**config.mk**
```make
export PLATFORM = sky130hd
export DESIGN_NAME = tdpt_dp
export DESIGN_NICKNAME = d
export VERILOG_FILES = /design/src/hdl/tdpt_pkg.sv /design/src/hdl/tdpt_dp.sv
export SDC_FILE = /design/constraint.sdc
export NUM_CORES = 1
export LEC_CHECK = 0
export BUFFER_PORTS_ARGS = -buffer_cell sky130_fd_sc_hd__buf_2
export CAP_MARGIN = 20
export CORE_MARGIN = 4
export CORE_UTILIZATION = 60
export DETAILED_ROUTE_END_ITERATION = 10
export PLACE_DENSITY = 0.85
export RECOVER_POWER = 100
export SLEW_MARGIN = 20
export SYNTH_ARGS = -nofsm -noshare
export SYNTH_HDL_FRONTEND = slang
export SYNTH_SLANG_ARGS = --single-unit
export TNS_END_PERCENT = 5
```
**constraint.sdc**
```tcl
create_clock -name i_clk -period 8.6 [get_ports i_clk]
set_input_delay 1.72 -clock i_clk [delete_from_list [all_inputs] [get_ports i_clk]]
set_output_delay 1.72 -clock i_clk [all_outputs]
set_load 0.02 [all_outputs]
```
**src/hdl/tdpt_pkg.sv**
```systemverilog
// Package for the trial division prime tester: widths, register indexes,
// controller states and the command and status structs between controller and datapath.
// No dependencies.
`default_nettype none

package tdpt_pkg;

    localparam int NUMBER_WIDTH = 32;
    localparam int DATA_W       = 32;
    localparam int CFG_IDX_W    = 4;
    localparam int BIT_CNT_W    = $clog2(DATA_W);
    localparam int SQ_W         = DATA_W + 2;

    localparam logic [DATA_W-1:0] NUMBER_MASK =
        (NUMBER_WIDTH >= DATA_W) ? '1 : DATA_W'((64'd1 << NUMBER_WIDTH) - 64'd1);

    localparam logic [CFG_IDX_W-1:0] CFG_START_ORDINAL = CFG_IDX_W'(0);
    localparam logic [CFG_IDX_W-1:0] CFG_UPPER_LIMIT   = CFG_IDX_W'(1);

    localparam logic [DATA_W-1:0] UPPER_LIMIT_RESET = '1;
    localparam logic [BIT_CNT_W-1:0] BIT_CNT_LAST   = BIT_CNT_W'(DATA_W - 1);

    typedef enum logic [2:0] {
        S_IDLE,
        S_CHECK,
        S_DIV,
        S_REMCHK,
        S_DONE
    } t_state;

    typedef enum logic [1:0] {
        V_COMPOSITE,
        V_PRIME,
        V_BEYOND
    } t_verdict;

    typedef struct packed {
        logic load;
        logic start_div;
        logic div_step;
        logic next_div;
        logic finish;
        logic prime;
        logic beyond;
    } t_dp_cmd;

    typedef struct packed {
        logic beyond;
        logic below_two;
        logic sq_gt;
        logic div_last;
        logic rem_zero;
        logic out_busy;
    } t_dp_sts;

endpackage

`default_nettype wire

```
**src/hdl/tdpt_dp.sv**
```systemverilog
// Datapath of the prime tester: candidate and divisor registers, bit-serial remainder unit,
// configuration registers, prime counter and output register. Depends on tdpt_pkg.
`default_nettype none

module tdpt_dp import tdpt_pkg::*; (
    input  wire                  i_clk,
    input  wire                  i_rst_n,
    input  wire [DATA_W-1:0]     i_candidate,
    input  wire                  i_cfg_we,
    input  wire [CFG_IDX_W-1:0]  i_cfg_index,
    input  wire [DATA_W-1:0]     i_cfg_data,
    input  t_dp_cmd              i_cmd,
    output t_dp_sts              o_sts,
    output logic                 o_out_valid,
    input  wire                  i_out_ready,
    output logic                 o_is_prime,
    output logic [DATA_W-1:0]    o_ordinal,
    output logic                 o_beyond_limit
);

    logic [DATA_W-1:0]    r_cand;
    logic [DATA_W-1:0]    r_div;
    logic [SQ_W-1:0]      r_sq;
    logic [DATA_W-1:0]    r_rem;
    logic [DATA_W-1:0]    r_num;
    logic [BIT_CNT_W-1:0] r_cnt;
    logic [DATA_W-1:0]    r_upper_limit;
    logic [DATA_W-1:0]    r_prime_count;
    logic                 r_out_valid;
    logic                 r_is_prime;
    logic [DATA_W-1:0]    r_ordinal;
    logic                 r_beyond;

    logic [DATA_W:0]      rem_shift;
    logic                 rem_ge;
    logic [DATA_W-1:0]    n_rem;
    logic [DATA_W-1:0]    count_inc;

    assign rem_shift = {r_rem, r_num[DATA_W-1]};
    assign rem_ge    = (rem_shift >= {1'b0, r_div});
    assign n_rem     = rem_ge ? DATA_W'(rem_shift - {1'b0, r_div}) : rem_shift[DATA_W-1:0];
    assign count_inc = r_prime_count + DATA_W'(1);

    always_ff @(posedge i_clk) begin
        if (i_cmd.load) begin
            r_cand <= i_candidate & NUMBER_MASK;
            r_div  <= DATA_W'(2);
            r_sq   <= SQ_W'(4);
        end else if (i_cmd.next_div) begin
            if (r_div == DATA_W'(2)) begin
                r_div <= DATA_W'(3);
                r_sq  <= SQ_W'(9);
            end else begin
                r_div <= r_div + DATA_W'(2);
                r_sq  <= r_sq + {r_div, 2'b00} + SQ_W'(4);
            end
        end
    end

    always_ff @(posedge i_clk) begin
        if (i_cmd.start_div) begin
            r_rem <= '0;
            r_num <= r_cand;
            r_cnt <= '0;
        end else if (i_cmd.div_step) begin
            r_rem <= n_rem;
            r_num <= {r_num[DATA_W-2:0], 1'b0};
            r_cnt <= r_cnt + BIT_CNT_W'(1);
        end
    end

    always_ff @(posedge i_clk) begin
        if (!i_rst_n) begin
            r_upper_limit <= UPPER_LIMIT_RESET;
            r_prime_count <= '0;
        end else begin
            if (i_cfg_we && (i_cfg_index == CFG_UPPER_LIMIT)) begin
                r_upper_limit <= i_cfg_data;
            end
            if (i_cfg_we && (i_cfg_index == CFG_START_ORDINAL)) begin
                r_prime_count <= i_cfg_data;
            end else if (i_cmd.finish && i_cmd.prime) begin
                r_prime_count <= count_inc;
            end
        end
    end

    always_ff @(posedge i_clk) begin
        if (!i_rst_n) begin
            r_out_valid <= 1'b0;
        end else if (i_cmd.finish) begin
            r_out_valid <= 1'b1;
        end else if (i_out_ready) begin
            r_out_valid <= 1'b0;
        end
    end

    always_ff @(posedge i_clk) begin
        if (i_cmd.finish) begin
            r_is_prime <= i_cmd.prime;
            r_beyond   <= i_cmd.beyond;
            r_ordinal  <= i_cmd.prime ? count_inc : r_prime_count;
        end
    end

    always_comb begin
        o_sts.beyond    = (r_cand > r_upper_limit);
        o_sts.below_two = (r_cand < DATA_W'(2));
        o_sts.sq_gt     = (r_sq > {2'b00, r_cand});
        o_sts.div_last  = (r_cnt == BIT_CNT_LAST);
        o_sts.rem_zero  = (r_rem == '0);
        o_sts.out_busy  = r_out_valid && !i_out_ready;
    end

    assign o_out_valid    = r_out_valid;
    assign o_is_prime     = r_is_prime;
    assign o_ordinal      = r_ordinal;
    assign o_beyond_limit = r_beyond;

endmodule

`default_nettype wire

```
* After elaboration in Yosys (flattened, before gate mapping)
Index checks and enable logic that the tools add are counted. W data, S select, Z words.
Word-level totals: register bits after elaboration 266, input bits 79, output and inout port bits 41, logic and storage cells 45
Operators by class: add/subtract/negate cells 6, $lt $le $gt $ge 4, equality and inequality tests 3, mux-type cells 10, reductions and logical operators 10
Operators by type and width (number):
- $mux W32 | 7
- $add A34 B3 Y34 const B | 1
- $add A34 B34 Y34 | 1
- $gt A34 B32 Y1 | 1
- $mux W34 | 1
- $ge A33 B32 Y1 | 1
- $add A32 B1 Y32 const B | 1
- $add A32 B2 Y32 const B | 1
- $eq A32 B2 Y1 const B | 1
- $gt A32 B32 Y1 | 1
- $logic_not A32 Y1 | 1
- $lt A32 B2 Y1 const B | 1
- $sub A32 B32 Y32 | 1
- $reduce_bool A2 Y1 | 3
- $add A5 B1 Y5 const B | 1
- $eq A5 B5 Y1 const B | 1
- $eq A4 B1 Y1 const B | 1
- $logic_and A1 B1 Y1 | 4
- $logic_not A4 Y1 | 1
- $mux W1 | 2
- $logic_not A1 Y1 | 1

* Longest topological paths before layout
word-level depth 3, gate-level depth with buffers 15, depth with buffers taken out 15

* Worst setup path after synthesis
OpenSTA, ideal clock, no wires.
path kind reg2out, from register r_cand[9], to output port o_sts[5] in the netlist's numbering, arrival time 2137 ps, data required time 6880 ps, setup slack 4743 ps, cell stages (with the launch flop) 11, buffers on the path 0, cells stage by stage edfxtp_1 > ha_1 > a21o_1 > a21o_1 > a21o_1 > a21o_1 > a21o_1 > a21oi_1 > o221ai_1 > a211oi_1 > a21oi_1
RTL lines:
- from (decl) | line tdpt_dp.sv:21 | logic [DATA_W-1:0] r_cand;
- from (signal assigned) | line tdpt_dp.sv:46 | r_cand <= i_candidate & NUMBER_MASK;
- to (decl) | line tdpt_dp.sv:13 | output t_dp_sts o_sts,

* Worst setup path in the final report
from input port i_cmd[5] in the netlist's numbering, to register r_num[26], enable pin
On the way: word-level cells in the longest chain between the ends 1
Ends and longest elaborated chain:
- from (decl) | line tdpt_dp.sv:12 | input t_dp_cmd i_cmd,
- $reduce_bool A2 Y1 (no line)
- to (signal assigned) | line tdpt_dp.sv:63 | r_num <= r_cand;
- to (signal assigned) | line tdpt_dp.sv:67 | r_num <= {r_num[DATA_W-2:0], 1'b0};
- to (decl) | line tdpt_dp.sv:25 | logic [DATA_W-1:0] r_num;
No other way between the ends. A chain may end at the register's enable or synchronous reset.

==> impl_metrics.csv <==
group,metric,value,unit
clocking,clkTransAtPathRegs,60,ps
setup_path,path_depth,3,
sta,maxSlewViolCount,207,
power_and_ir_drop,p_leak,8.00,nW
die,coreArea,26400,um^2
die,die_x,173,um
clocking,cts_setup_buffers,0,
clocking,clk_latency,540,ps
synthesis,ys_warn_count,0,
synthesis,yosysMostFrequentCell,"nor2_1",
sta,slew_headroom,-103,%
setup_path,worstSetupEndpointType,"flop",
setup_path,path_cells,"clkbuf_1, clkbuf_1, or2_2",
grt,grt_pass1_vias,12800,
synthesis,ys_ff_latch,264,
finish,layout.nets,2058,
clocking,cts_made_buffers,28,
status,violations,"max-capacitance violations, max-slew violations",
grt,overflow,0,
finish,num_antenna_cells,0,
sta,period_share,61.1,%
sta,finClkSkew,11.6,ps
synthesis,synth_edf_count,98,
synthesis,synth_area_leader_cell,"dfxtp_1",
sta,final-setup-viol-count,0,
setup_path,crit_type,"in -> reg",
power_and_ir_drop,vdd_drop_max,0.000406,V
finish,fillCellCount,2046,
sta,rsz0062_at_grt,"no",
sta,max_freq,190,MHz
setup_path,slowest_stage,"clkbuf_1",
detailed_routing,final_antenna_net_count,0,
sta,setup_slack,3340,ps
setup_path,crit_family,"buffers and inverters",
power_and_ir_drop,switchingPower,1.53,mW
power_and_ir_drop,p_comb_share,36.6,%
placement,place_congestion,0.954,
die,die_h,173,um
detailed_routing,drc_errors,0,
setup_path,crit_arrival,5420,ps
job,maxCapViolations,4,
synthesis,synth_top_area_share,20.5,%
placement,placedCellCount,2121,
sta,post-route-min-period,5260,ps
finish,area_growth,10.2,%
clocking,clock_path_buffers,3,
die,row_count,59,
grt,grt_usage,25.9,%
grt,grt_max_degree,68,
min_path,holdPathEnd,"r_sq[33]",
clocking,root_buffer,"clkbuf_16",
detailed_routing,viasPerCell,6.20,
detailed_routing,vias,13500,
setup_path,rr_endpoint,"r_sq[33]",
synthesis,synthTopCellsByArea,"dfxtp_1 (20%), edfxtp_1 (18%), ha_1 (12%)",
die,pin_count,120,
clocking,cts_tree,"built",
detailed_routing,wire_per_inst,18.7,um
clocking,holdBufCountCts,0,
setup_path,crit_fanout,48,
detailed_routing,dr.pass1.iters,7,
setup_path,worstPathRequired,8760,ps
setup_path,critPathLaunchType,"primary input",
detailed_routing,wl,40600,um
min_path,hp-start,"r_sq[33]",
finish,seq_area,6270,um^2
power_and_ir_drop,p_per_area,246,nW/um^2
synthesis,syn_area,16200,um^2
setup_path,rr_worst_depth,15,
sta,tightestPinTransition,3050,ps
power_and_ir_drop,power.total,4.41,mW
setup_path,cpPeakStageDelay,1720,ps
synthesis,yosysUniqueCellTypes,80,
power_and_ir_drop,pwr-share-clk,28.8,%
die,initial_core_util,61.7,%
setup_path,reg2reg_slack,4850,ps
power_and_ir_drop,power.internal,2.88,mW
setup_path,cp_common_cell,"clkbuf_1",
placement,preCtsSetupSlack,3940,ps
sta,finalSetupTns,0,ps
detailed_routing,drt_iter0_drc,1313,
synthesis,syn_area_per_cell,9.38,um^2
min_path,holdPathStages,1,
setup_path,reg2reg_from,"r_sq[0]",
die,die_area,29800,um^2
synthesis,synth_commonest_cells,"nor2_1 (179), dfxtp_1 (166), ha_1 (160), inv_1 (120), nand2_1 (112)",
min_path,holdCritPathClass,"reg -> reg",
synthesis,synthArstFlopShare,0,%
power_and_ir_drop,seqPwrFrac,34.6,%
setup_path,cp.buffers_inverters,2,
clocking,h-tree-depth,1,
placement,dp_hpwl,29500,um
synthesis,synth_nets,1974,
clocking,cts_resized,0,
status,outcome,"finished, violations left",
synthesis,syn_inst,1733,
sta,hold_viol,0,
grt,antenna_found_initial,0,
finish,multiInputGateArea,9210,um^2
finish,stdcell_count,2174,
grt,grt_pass1_wl,65200,um
synthesis,synth_ff_type,"dfxtp_1",
clocking,cts_sinks,264,
finish,drive_above_1_share,9.19,%
power_and_ir_drop,netSwitchingFraction,34.7,%
placement,io_buffers,119,
synthesis,ys_seq_area_share,38.6,%
worst max path at each step:
stage	from	end	slack, ps
2_1_floorplan	r_cand[9]	o_sts[5]	4740
3_3_place_gp	i_cmd[3]	r_sq[33]	4150
3_5_place_dp	i_cmd[3]	r_sq[33]	3940
4_1_cts	r_cand[9]	o_sts[5]	3750
5_1_grt	i_cmd[5]	r_num[26]	2990
6_report	i_cmd[5]	r_num[26]	3340
final cells by class:
class	count	area share, %
Tap cell	335	2.34
Multi-Input combinational cell	1278	51.4
Clock buffer	38	4.30
Clock inverter	14	1.11
Inverter	121	2.54
Timing Repair Buffer	124	3.26
Sequential cell	264	35.0
cell usage in the layout, fill, tap and decap left out, types with 13 or more instances in the layout:
cell	synthesis	routed
buf_2	13	69
o211ai_1	42	42
and3_1	19	19
o21ai_0	43	43
nand2b_1	16	15
edfxtp_1	98	98
nor2_1	179	179
ha_1	160	160
xor2_1	46	46
a31oi_1	13	13
a21o_1	65	65
nor3_1	18	18
xnor2_1	88	88
nand4_1	51	52
or3_1	13	13
a21oi_1	81	81
inv_1	120	119
nor4_1	29	30
clkbuf_16	0	29
nand3_1	31	31
clkbuf_1	44	60
a211oi_1	54	57
nand2_1	112	112
a22o_1	14	14
mux2i_1	21	21
dfxtp_1	166	166
mux2_2	37	35
nor2b_1	23	23
cell families (layout without fill, tap and decap cells):
group                    count (synthesis)  in the layout  share of synthesized area [%]
AND/OR/NAND/NOR                        536            536                           16.5
AO/OA/AOI/OAI                          388            388                           16.7
flip-flops                             264            264                           38.6
buffers and inverters                  191            297                           4.63
adder cells (fa/ha/maj)                162            162                           12.6
XOR/XNOR                               134            134                           7.22
multiplexers                            58             58                           3.86
flip-flops by register name (all words and copies together) (netlist names):
name / count
r_sq: 33
o_ordinal: 32
r_cand: 32
r_num: 32
r_prime_count: 32
r_rem: 32
r_upper_limit: 32
r_div: 31
r_cnt: 5
o_beyond_limit: 1
o_is_prime: 1
o_out_valid: 1
power groups by stage:
stage	clock, mW	combinational [mW]	sequential (mW)
final	1.27	1.61	1.53
after floorplan	0	1.30	1.52
after global routing	1.34	1.78	1.54
after CTS	1.29	1.60	1.52
after detailed placement	0	1.58	1.55
after global placement	0	1.54	1.54
routing by layer:
metal	vias to the layer above	share of wire [%]	routed length, um	track usage, %
met1	6403	43	17500	34.8
met3	104	6.3	2550	3.60
met2	485	47	19200	43.8
li1	6478	-	-	-
met4	0	3.3	1330	7.95
met5	-	0	0	0
per-stage QoR:
stage	instance area, um^2	hold slack, ps	util [%]
2_1_floorplan	16200	450	-
3_3_place_gp	17000	480	64.5
3_5_place_dp	17000	483	64.5
4_1_cts	18000	492	68.2
5_1_grt	17900	506	67.9
6_report	17900	493	67.9
Note: power is estimated with default switching activity, not from simulation.
